--- src/rtl/core/toda_pkg.sv ---
// ----------------------------------------------------------------------------
// toda_pkg: shared types and constants of the time-of-day ALU
// Millisecond constants, opcodes, beat payloads and the cell word.
// ----------------------------------------------------------------------------
`timescale 1ns / 1ps
`default_nettype none

package toda_pkg;

  // width of a millisecond total (face-value fields stay below 2^27)
  localparam int unsigned TW = 27;

  localparam logic [TW-1:0] MS_PER_SEC  = 27'd1000;
  localparam logic [TW-1:0] MS_PER_MIN  = 27'd60000;
  localparam logic [TW-1:0] MS_PER_HR   = 27'd3600000;
  localparam logic [TW-1:0] MS_PER_DAY  = 27'd86400000;
  localparam logic [TW:0]   MS_PER_2DAY = 28'd172800000;

  // cells per division phase
  localparam int unsigned DIV_CELLS = TW;
  localparam int unsigned HR_CELLS  = 5;
  localparam int unsigned MIN_CELLS = 6;
  localparam int unsigned SEC_CELLS = 6;

  // opcodes
  localparam logic [2:0] OP_ADD  = 3'd0;
  localparam logic [2:0] OP_SUB  = 3'd1;
  localparam logic [2:0] OP_DIVT = 3'd2;
  localparam logic [2:0] OP_DIVI = 3'd3;
  localparam logic [2:0] OP_MUL  = 3'd4;

  typedef struct packed {
    logic [2:0]  opcode;
    logic [4:0]  a_hours;
    logic [5:0]  a_minutes;
    logic [5:0]  a_seconds;
    logic [9:0]  a_millis;
    logic [4:0]  b_hours;
    logic [5:0]  b_minutes;
    logic [5:0]  b_seconds;
    logic [9:0]  b_millis;
    logic [15:0] factor;
  } in_t;

  typedef struct packed {
    logic [4:0] r_hours;
    logic [5:0] r_minutes;
    logic [5:0] r_seconds;
    logic [9:0] r_millis;
    logic       valid_res;
  } out_t;

  // data riding along the cell row
  typedef struct packed {
    logic [2:0]    op;
    logic [TW-1:0] r;
    logic          v;
    logic [4:0]    hrs;
    logic [5:0]    mins;
  } side_t;

  // one stage of the cell row: partial remainder, dividend/quotient, divisor
  typedef struct packed {
    logic          valid;
    logic [TW-1:0] p;
    logic [TW-1:0] nq;
    logic [TW-1:0] d;
    side_t         side;
  } cell_t;

  // h:m:s:ms to a millisecond total
  function automatic logic [TW-1:0] to_ms(logic [4:0] h, logic [5:0] m,
                                          logic [5:0] s, logic [9:0] ms);
    logic [TW-1:0] acc;
    acc = TW'(h) * MS_PER_HR + TW'(m) * MS_PER_MIN + TW'(s) * MS_PER_SEC + TW'(ms);
    return acc;
  endfunction

endpackage

`default_nettype wire

--- src/rtl/core/toda_cell.sv ---
// ----------------------------------------------------------------------------
// toda_cell: one restoring-division cell
// Shifts one dividend bit into the remainder, compares, subtracts and
// shifts one quotient bit in; hands the word to the next cell.
// ----------------------------------------------------------------------------
`timescale 1ns / 1ps
`default_nettype none

module toda_cell (
  input  wire             clk_i,
  input  wire             rst_ni,
  input  wire             en_i,
  input  toda_pkg::cell_t cell_i,
  output toda_pkg::cell_t cell_o
);
  import toda_pkg::*;

  logic [TW:0]   trial;
  logic [TW:0]   diff;
  logic          ge;
  cell_t         cell_d;
  cell_t         cell_q;

  // compare and subtract step
  always_comb begin
    trial        = {cell_i.p, cell_i.nq[TW-1]};
    diff         = trial - {1'b0, cell_i.d};
    ge           = (trial >= {1'b0, cell_i.d});
    cell_d       = cell_i;
    cell_d.p     = ge ? diff[TW-1:0] : trial[TW-1:0];
    cell_d.nq    = {cell_i.nq[TW-2:0], ge};
  end

  // stage register
  always_ff @(posedge clk_i or negedge rst_ni) begin
    if (!rst_ni) begin
      cell_q <= '0;
    end else if (en_i) begin
      cell_q <= cell_d;
    end
  end

  assign cell_o = cell_q;

`ifndef NO_ASSERTIONS
  // remainder stays below a nonzero divisor
  a_rem_below_div: assert property (@(posedge clk_i) disable iff (!rst_ni)
    cell_q.valid && (cell_q.d != '0) |-> cell_q.p < cell_q.d)
    else $error("remainder not below divisor");
`endif

endmodule

`default_nettype wire

--- config.mk ---
export PLATFORM = sky130hd
export DESIGN_NAME = toda_cell
export DESIGN_NICKNAME = d
export VERILOG_FILES = /design/src/rtl/core/toda_pkg.sv /design/src/rtl/core/toda_cell.sv
export SDC_FILE = /design/constraint.sdc
export NUM_CORES = 1
export LEC_CHECK = 0
export BUFFER_PORTS_ARGS = -buffer_cell sky130_fd_sc_hd__buf_2
export CORE_MARGIN = 1.5
export CORE_UTILIZATION = 53
export CTS_CLUSTER_SIZE = 24
export DETAILED_ROUTE_END_ITERATION = 8
export GPL_TIMING_DRIVEN = 1
export PLACE_DENSITY_LB_ADDON = 0.12
export SLEW_MARGIN = 5
export SYNTH_ARGS = -nofsm -noshare
export SYNTH_HDL_FRONTEND = slang
export SYNTH_SLANG_ARGS = --single-unit
--- constraint.sdc ---
create_clock -name clk_i -period 1.44 [get_ports clk_i]
set_input_delay 0.216 -clock clk_i [delete_from_list [all_inputs] [get_ports clk_i]]
set_output_delay 0.216 -clock clk_i [all_outputs]
set_load 0.1 [all_outputs]
==> results.cfg <==
[yosys]
synthTopCellsByArea = dfrtp_1 50%, mux2_2 18%, ha_1 5.4%
yosys_warnings = 0
post-synth-top-count-cell = dfrtp_1
synth_xor_area_share_pct = 2.68
yosysTopAreaCellShare_pct = 50.0
syn_inst = 537
yosys.area_share.simple_pct = 7.03
synth_compound_area_share_pct = 10.4
yosysUniqueCellTypes = 46
synth_top_family_by_area = multiplexers
avgSynthCellArea_um2 = 11.6
synth_top_area_cell = dfrtp_1
syn_area_um2 = 6210
syn_nets = 692
synth_edf_count = 0
synthArstFlopShare_pct = 100
synthAdderAreaFrac_pct = 5.76
ys_ff_latch = 124
yosys-top-cells-count = 124 x dfrtp_1, 97 x mux2_2, 46 x a21oi_1, 35 x inv_1, 35 x nor2_1
synthFlopType = dfrtp_1
ys_seq_area_share_pct = 50.0
synth_mux_area_share_pct = 20.5

[detailed_routing]
routed-via-count = 5486
wl_um = 17600
drtIter0Drc = 294
drtAntennaViolNets = 0
drt-pass1-iter-count = 4
wl_per_cell_um = 16.9
avgViaCountPerCell = 5.28
drcViolationCount = 0

[outcome]
status = complete, but fails checks
violations = setup timing

[cells_and_area]
final_util_pct = 82.6
postLayoutCellArea_um2 = 9440
syn_to_final_growth_pct = 51.9
final_layout_size_suffix_gt1_share_pct = 57.3
largest_reg_flops = 124
finalNetCount = 1038

[power]
clkPwrFrac_pct = 29.6
internal-power_mw = 8.10
p_seq_share_pct = 29.0
p_switching_mw = 6.23
combPwrFrac_pct = 41.4
p_per_area_nw_per_um2 = 1520
p_leak_nw = 4.68
p_sw_share_pct = 43.5
max-vdd-ir-drop_v = 0.00117

[floorplan]
core_um2 = 11400
dieArea_um2 = 12400
die_h_um = 111
start_util_pct = 54.4
boundaryPins = 251
rows = 39
die_w_um = 111

[timing]
slew_headroom_pct = 61.9
skew_ns = 0
fmax_ghz = 0.450
final-hold-violation-count = 0
drv_slew = 0
period_minus_slack_ns = 2.22
holdWs_ns = 0.0190
worst_pin_slew_ns = 0.568
period_share_pct = 154
fin_ws_ns = -0.785
setup_viol = 28
rsz0062_at_grt = yes

[clock_tree]
cts-root-buf = clkbuf_16
tritoncts = done
cts_sinks = 124
cts_buffers = 17
clkTransAtPathRegs_ns = 0.06
clk_path_buf_depth = 2
h-tree-depth = 4
worstSkewPairLatency_ns = 0.42

[global_route]
grt_pass1_vias = 5873
grt_pass1_wl_um = 28000
grt_max_degree = 40
grt_overflow = 0
grt_use_total_pct = 28.5
antenna_found_initial = 1

[placed_design]
placed_area_um2 = 8320
gp_congestion = 0.877
io_buffers = 250
hpwlAfterDp_um = 12700

[critical_path]
cp_max_fo = 8
critPathBufInv = 3
critPathArrivalTime_ns = 2.52
cp.required_ns = 1.74
cpMaxStageDelayCell = fa_2
cp_top_family = compound AO/OA/AOI/OAI gates
startpoint_type = input port
crit_path_max_incr_delay_ns = 0.38
end_kind = flip-flop
crit_type = in2reg
crit_chain = buf_12, inv_12, ha_4, fa_2, nor2b_2, o31a_1, o2111ai_2, a31oi_1, o211ai_1, a21oi_4, buf_6, mux2i_1, o21ai_1

[hold_path]
hold_path.class = in2reg

[job]
max_cap_viol_count = 0
power by group through the flow:
stage / clock, mW / combinational (mW) / sequential, mW
after floorplan: 0 / 1.14 / 7.31
after global placement: 0 / 5.51 / 4.17
after detailed placement: 0 / 5.59 / 4.19
after CTS: 4.26 / 5.81 / 4.14
after global routing: 4.44 / 6.16 / 4.21
final: 4.24 / 5.94 / 4.16
cells by family after synthesis:
group	count (synthesis)
AO/OA/AOI/OAI	105
buffers and inverters	55
AND/OR/NAND/NOR	91
multiplexers	115
XOR/XNOR	19
adder cells (fa/ha/maj)	28
flip-flops	124
metal layers:
layer  GRT usage, %  part of all wire (%)
met1           32.2                    39
met2           50.2                    52
met3           8.97                   6.8
met4           11.1                   2.3
met5              0                     0
cell type report:
cell class	instances	area, um^2
Inverter	35	144
Fill cell	677	1980
Antenna cell	1	2.50
Timing Repair Buffer	347	2340
Clock buffer	20	447
Clock inverter	12	140
Multi-Input combinational cell	358	3080
Sequential cell	124	3100
Tap cell	143	179
stage by stage:
stage | std cells | setup TNS [ns] | setup slack, ns | total power [mW]
after global placement | 995 | -33.07 | -1.24 | 9.68
after CTS | 1037 | -18.97 | -0.729 | 14.2
after global routing | 1040 | -24.23 | -0.915 | 14.8
final | 1040 | -20.61 | -0.785 | 14.3
after floorplan | 537 | -25.25 | -0.934 | 8.46
after detailed placement | 995 | -35.37 | -1.35 | 9.78
path summary, 6_finish.rpt:
kind / slack (ns) / endpoint / startpoint / cells past startpoint
max: -0.78 / cell_o[114] / cell_i[95] / 13
min: 0.02 / cell_o[70] / cell_i[69] / 2
max reg2reg: 0.66 / cell_o[21] / cell_o[21] / 1
min reg2reg: 0.50 / cell_o[64] / cell_o[64] / 1
max in group asynchronous: 0.62 / cell_o[6] / rst_ni / 3
min in group asynchronous: 0.25 / cell_o[42] / rst_ni / 2
cell usage in the layout, fill, tap and decap left out, types with 10 or more instances in the layout:
| master | count |
|---|---|
| a21oi_1 | 43 |
| buf_2 | 158 |
| buf_4 | 101 |
| clkbuf_16 | 17 |
| clkbuf_4 | 72 |
| dfrtp_1 | 124 |
| ha_1 | 19 |
| inv_1 | 32 |
| mux2_2 | 96 |
| mux2i_1 | 16 |
| nand2_1 | 16 |
| nor2_1 | 32 |
| o21ai_0 | 10 |
| xnor2_1 | 11 |
repair_timing:
action,4_1_cts,5_1_grt
gates cloned,2,0
hold buffers,1,0
pin swaps,30,16
buffers inserted,7,3
hold endpoints to repair,29,0
endpoints found under the setup margin,45,100
gates resized for setup,56,79
Power figures use the tool's default switching activity.
