[config.mk]
export PLATFORM = sky130hd
export DESIGN_NAME = toda_front
export DESIGN_NICKNAME = d
export VERILOG_FILES = /design/src/rtl/core/toda_pkg.sv /design/src/rtl/core/toda_front.sv
export SDC_FILE = /design/constraint.sdc
export NUM_CORES = 2
export LEC_CHECK = 0
export ABC_AREA = 1
export BUFFER_PORTS_ARGS = -buffer_cell sky130_fd_sc_hd__buf_2
export CORE_ASPECT_RATIO = 1.75
export CORE_MARGIN = 3
export CORE_UTILIZATION = 50
export DETAILED_ROUTE_END_ITERATION = 7
export MAX_ROUTING_LAYER = met4
export PLACE_DENSITY = 0.77
export SLEW_MARGIN = 10
export SYNTH_ARGS = -nofsm -noshare
export SYNTH_HDL_FRONTEND = slang
export SYNTH_SLANG_ARGS = --single-unit
[constraint.sdc]
create_clock -name clk_i -period 7.1 [get_ports clk_i]
set_clock_uncertainty 0.1 [all_clocks]
set_input_delay 0.71 -clock clk_i [delete_from_list [all_inputs] [get_ports clk_i]]
set_output_delay 0.71 -clock clk_i [all_outputs]
set_load 0.02 [all_outputs]
[src/rtl/core/toda_pkg.sv]
// ----------------------------------------------------------------------------
// toda_pkg: shared types and constants of the time-of-day ALU
// Millisecond constants, opcodes, beat payloads and the cell word.
// ----------------------------------------------------------------------------
`timescale 1ns / 1ps
`default_nettype none

package toda_pkg;

  // width of a millisecond total (face-value fields stay below 2^27)
  localparam int unsigned TW = 27;

  localparam logic [TW-1:0] MS_PER_SEC  = 27'd1000;
  localparam logic [TW-1:0] MS_PER_MIN  = 27'd60000;
  localparam logic [TW-1:0] MS_PER_HR   = 27'd3600000;
  localparam logic [TW-1:0] MS_PER_DAY  = 27'd86400000;
  localparam logic [TW:0]   MS_PER_2DAY = 28'd172800000;

  // cells per division phase
  localparam int unsigned DIV_CELLS = TW;
  localparam int unsigned HR_CELLS  = 5;
  localparam int unsigned MIN_CELLS = 6;
  localparam int unsigned SEC_CELLS = 6;

  // opcodes
  localparam logic [2:0] OP_ADD  = 3'd0;
  localparam logic [2:0] OP_SUB  = 3'd1;
  localparam logic [2:0] OP_DIVT = 3'd2;
  localparam logic [2:0] OP_DIVI = 3'd3;
  localparam logic [2:0] OP_MUL  = 3'd4;

  typedef struct packed {
    logic [2:0]  opcode;
    logic [4:0]  a_hours;
    logic [5:0]  a_minutes;
    logic [5:0]  a_seconds;
    logic [9:0]  a_millis;
    logic [4:0]  b_hours;
    logic [5:0]  b_minutes;
    logic [5:0]  b_seconds;
    logic [9:0]  b_millis;
    logic [15:0] factor;
  } in_t;

  typedef struct packed {
    logic [4:0] r_hours;
    logic [5:0] r_minutes;
    logic [5:0] r_seconds;
    logic [9:0] r_millis;
    logic       valid_res;
  } out_t;

  // data riding along the cell row
  typedef struct packed {
    logic [2:0]    op;
    logic [TW-1:0] r;
    logic          v;
    logic [4:0]    hrs;
    logic [5:0]    mins;
  } side_t;

  // one stage of the cell row: partial remainder, dividend/quotient, divisor
  typedef struct packed {
    logic          valid;
    logic [TW-1:0] p;
    logic [TW-1:0] nq;
    logic [TW-1:0] d;
    side_t         side;
  } cell_t;

  // h:m:s:ms to a millisecond total
  function automatic logic [TW-1:0] to_ms(logic [4:0] h, logic [5:0] m,
                                          logic [5:0] s, logic [9:0] ms);
    logic [TW-1:0] acc;
    acc = TW'(h) * MS_PER_HR + TW'(m) * MS_PER_MIN + TW'(s) * MS_PER_SEC + TW'(ms);
    return acc;
  endfunction

endpackage

`default_nettype wire

[src/rtl/core/toda_front.sv]
// ----------------------------------------------------------------------------
// toda_front: operand conversion and non-division operations
// Three stages: millisecond totals, add/subtract/multiply, result select
// and divider load word.
// ----------------------------------------------------------------------------
`timescale 1ns / 1ps
`default_nettype none

module toda_front (
  input  wire             clk_i,
  input  wire             rst_ni,
  input  wire             en_i,
  input  wire             valid_i,
  input  toda_pkg::in_t   data_i,
  output toda_pkg::cell_t cell_o
);
  import toda_pkg::*;

  // stage 0 registers
  logic          v0_q;
  logic [2:0]    op0_q;
  logic [TW-1:0] ta0_q, tb0_q;
  logic [15:0]   f0_q;

  // stage 1 registers
  logic          v1_q;
  logic [2:0]    op1_q;
  logic [TW-1:0] ta1_q, tb1_q, sum1_q, am1_q, bm1_q;
  logic [15:0]   f1_q;
  logic [42:0]   prod1_q;

  logic [TW:0]   sum;
  logic [TW-1:0] sum_mod, am, bm;
  logic [TW:0]   wrap;
  logic [TW-1:0] dif;
  cell_t         cell_d, cell_q;

  // valid bits and the divider load word
  always_ff @(posedge clk_i or negedge rst_ni) begin
    if (!rst_ni) begin
      v0_q   <= 1'b0;
      v1_q   <= 1'b0;
      cell_q <= '0;
    end else if (en_i) begin
      v0_q   <= valid_i;
      v1_q   <= v0_q;
      cell_q <= cell_d;
    end
  end

  // stage 0: millisecond totals
  always_ff @(posedge clk_i) begin
    if (en_i) begin
      op0_q <= data_i.opcode;
      ta0_q <= to_ms(data_i.a_hours, data_i.a_minutes, data_i.a_seconds, data_i.a_millis);
      tb0_q <= to_ms(data_i.b_hours, data_i.b_minutes, data_i.b_seconds, data_i.b_millis);
      f0_q  <= data_i.factor;
    end
  end

  // stage 1: sum mod day, operands mod day, product
  always_comb begin
    sum = {1'b0, ta0_q} + {1'b0, tb0_q};
    if (sum >= MS_PER_2DAY) begin
      sum_mod = TW'(sum - MS_PER_2DAY);
    end else if (sum >= {1'b0, MS_PER_DAY}) begin
      sum_mod = TW'(sum - {1'b0, MS_PER_DAY});
    end else begin
      sum_mod = sum[TW-1:0];
    end
    am = (ta0_q >= MS_PER_DAY) ? ta0_q - MS_PER_DAY : ta0_q;
    bm = (tb0_q >= MS_PER_DAY) ? tb0_q - MS_PER_DAY : tb0_q;
  end

  always_ff @(posedge clk_i) begin
    if (en_i) begin
      op1_q   <= op0_q;
      ta1_q   <= ta0_q;
      tb1_q   <= tb0_q;
      f1_q    <= f0_q;
      sum1_q  <= sum_mod;
      am1_q   <= am;
      bm1_q   <= bm;
      prod1_q <= 43'(ta0_q) * 43'(f0_q);
    end
  end

  // stage 2: difference, product range check, result select
  always_comb begin
    wrap = {1'b0, am1_q} + {1'b0, MS_PER_DAY} - {1'b0, bm1_q};
    dif  = (am1_q >= bm1_q) ? am1_q - bm1_q : wrap[TW-1:0];

    cell_d           = '0;
    cell_d.valid     = v1_q;
    cell_d.nq        = ta1_q;
    cell_d.d         = (op1_q == OP_DIVT) ? tb1_q : TW'(f1_q);
    cell_d.side.op   = op1_q;
    cell_d.side.v    = 1'b1;
    unique case (op1_q)
      OP_ADD:  cell_d.side.r = sum1_q;
      OP_SUB:  cell_d.side.r = dif;
      OP_MUL:  cell_d.side.r = (prod1_q >= 43'(MS_PER_DAY)) ? '0 : prod1_q[TW-1:0];
      OP_DIVT,
      OP_DIVI: cell_d.side.r = '0;
      default: begin
        cell_d.side.r = '0;
        cell_d.side.v = 1'b0;
      end
    endcase
  end

  assign cell_o = cell_q;

endmodule

`default_nettype wire

==> impl_results.md <==
- Drc violations: 0
- Met1 Usage GRT: 30.0%
- Fmax: 0.148 GHz
- Vias: 36,533
- Share of cells above drive strength 1: 7.38%
- Final nets: 6,711
- Initial antenna violation count: 2
- Tcrit/Tclk final: 95.2%
- Layout area overhead: 8.57%
- Post-Route WL: 132 mm
- Avg Inst Size Synth: 7.99 um2
- PortBufs: 162
- Final slew viol count: 0
- CTS Sinks: 338
- CP Launch Type: flip-flop
- GRT overflow: 0
- Leading area contributor after synthesis: fa_1
- DP Worst Slack: 198 ps
- First-pass GRT wire length: 207 mm
- Hold Path Class: primary input to asynchronous set/reset pin
- Worst Setup End Kind: flip-flop
- Busiest grt layer: met2
- Final Hold Vio Count: 0
- Placed insts: 6,800
- Max-cap violations: 0
- Yosys warnings: 0
- CP arrival: 6980 ps
- Fin Setup TNS: 0 ps
- Largest net degree at the start of global routing: 159
- Async set or reset register ratio after synthesis: 26.0%
- Synth area leaders: fa_1 (21%), edfxtp_1 (17%), ha_1 (14%)
- Global Route met3 Usage: 2.95%
- Setup violators final: 0
- Vias in the first global route: 38,551
- Relative slew slack: 31.5%
- RSZ-0062 raised after global routing: false
- Run status: finished clean
- Syn Inst Count: 5,505
- Clk pin slew, worst setup/hold paths: 70 ps
- DRT Pass-1 Iters: 5
- Worst Path Max Fanout: 14
- Count leader, synth: nand2_1
- Number of synthesized flops with an enable pin: 250
- Via density: 5.32
- Global routing usage on met2: 54.4%
- Slew @ Worst Pin: 1020 ps
- Req. time, crit path: 7320 ps
- Detailed Place HPWL: 111 mm
- Root buf cell: clkbuf_16
- Wire per inst: 19.2 um
- DRT iter0 DRCs: 2,406
- Top-Level Pins: 201
- Die Y: 398 um
- Yosys reg bits: 338
- Synth Flop Type: edfxtp_1
- CTS Buffer Depth: 3
- Htree depth: 2
- CTS buffer count: 35
- Syn Std Cell Area: 44,000 um2
- RePlAce Congestion: 0.978
- Die width: 230 um
- GRT Total Usage: 30.1%
- Worst Slack Setup Final: 344 ps
- Clk_lat worst skew: 560 ps
- Distinct cells, synth: 58
- Starting Density: 50.5%
- Top cell type's share of synthesized area: 21.5%
- CTS tree: built
- Antenna viol nets, final: 0
- Worst setup path class: flip-flop to flip-flop
- Post-synthesis sequential area ratio: 22.1%
- Post-Layout Cell Count: 6,870
- Final critical-path required period: 6760 ps
- Synth cell count leaders: nand2_1 (1,383), inv_1 (1,250), ha_1 (482)
- CORE AREA: 87,100 um2
- Die area: 91,800 um2
- # rows: 143
==> cells by family (layout without fill, tap and decap cells) <==
| logic type | Yosys count | count (layout) | synth area share, % |
|---|---|---|---|
| buf+inv | 1449 | 1614 | 12.8 |
| xor+xnor | 226 | 226 | 4.50 |
| simple gates | 1985 | 1985 | 18.5 |
| other cells | 1 | 41 | 0.00852 |
| fa+ha+maj | 954 | 954 | 35.2 |
| mux | 2 | 2 | 0.0512 |
| flops | 338 | 338 | 22.1 |
| compound gates | 550 | 550 | 6.90 |
==> cell type report <==
type / count / area (um2)
fill: 8018 / 39400
multi-input combinational: 3755 / 28800
sequential: 338 / 9710
inverter: 1268 / 4760
timing repair buffer: 282 / 1820
tap: 1160 / 1450
clock buffer: 46 / 978
clock inverter: 18 / 236
antenna: 3 / 7.51
==> stage by stage <==
stage,hold slack [ps],instance area [um2],utilization [%]
floorplan,300,44100,-
global placement,308,46500,53.4
CTS,7.71,47700,54.8
global route,49.8,47800,54.8
finish,1.10,47800,54.8
detailed placement,305,46500,53.4
==> sequential cells by signal, summed over array words and instances (netlist names), 3 cells and up <==
register  count
cell_o       86
prod1_q      43
sum1_q       27
ta0_q        27
ta1_q        27
tb0_q        27
tb1_q        27
am1_q        17
bm1_q        17
f0_q         16
f1_q         16
op0_q         3
op1_q         3
==> cell usage in the layout, fill, tap and decap left out, types with 11 or more instances in the layout <==
| cell type | instances |
|---|---|
| xor2_1 | 154 |
| a21oi_1 | 257 |
| nor3_1 | 23 |
| clkbuf_16 | 36 |
| conb_1 | 38 |
| buf_4 | 113 |
| nand2_1 | 1383 |
| or2_2 | 11 |
| dfrtp_1 | 88 |
| nand2_2 | 28 |
| o21a_1 | 11 |
| nor4_1 | 16 |
| inv_1 | 1250 |
| xnor2_1 | 72 |
| inv_2 | 15 |
| a31oi_1 | 20 |
| ha_1 | 482 |
| a21o_1 | 15 |
| nor2_1 | 237 |
| nand4_1 | 39 |
| buf_2 | 160 |
| nand3_1 | 211 |
| fa_1 | 472 |
| o21ai_0 | 176 |
| edfxtp_1 | 250 |
==> worst paths after layout <==
kind                            slack, ps  cells past startpoint                endpoint                from
max in group asynchronous            5700                      2  cell_o[36]$_DFFE_PN0P_              rst_ni
worst max register to register        340                     27   prod1_q[42]$_DFFE_PP_   f0_q[6]$_DFFE_PP_
worst max-delay path                  340                     27   prod1_q[42]$_DFFE_PP_   f0_q[6]$_DFFE_PP_
min in group clk_i                    220                      1      ta0_q[1]$_DFFE_PP_          data_i[44]
worst min-delay path                    1                      1  cell_o[41]$_DFFE_PN0P_              rst_ni
worst min register to register        320                      0      op1_q[0]$_DFFE_PP_  op0_q[0]$_DFFE_PP_
==> per-layer routing <==
| metal | up-vias | part of all wire, % |
|---|---|---|
| li1 | 17218 | - |
| met3 | 513 | 5.1 |
| met1 | 17463 | 34 |
| met5 | - | 0 |
| met4 | 0 | 9.2 |
| met2 | 1339 | 52 |
==> timing repair <==
| item | CTS | global route |
|---|---|---|
| endpoints found under the setup margin | 0 | 2 |
| hold buffers | 0 | 0 |
| setup buffers | 0 | 3 |
| gates resized for setup | 0 | 0 |
==> critical path, stage by stage, from the launching register on <==
cell      delay [ps]
edfxtp_1         670
buf_4            300
nand2_1           70
inv_1             50
fa_1             490
inv_1             60
fa_1             580
fa_1             460
fa_1             500
inv_1             70
fa_1             550
inv_1             70
fa_1             530
inv_1             40
ha_1             330
a21oi_1          190
inv_1            100
a21oi_1          190
nor2_1            60
o21ai_0          140
nand2_1           70
a31oi_1          180
buf_4            160
o21ai_0          110
buf_4            170
nand3_1           60
nand2_1           70
xor2_1           140
Power is not shown: default switching activity piles up to over one toggle a cycle in this logic, so the estimate is an artifact.
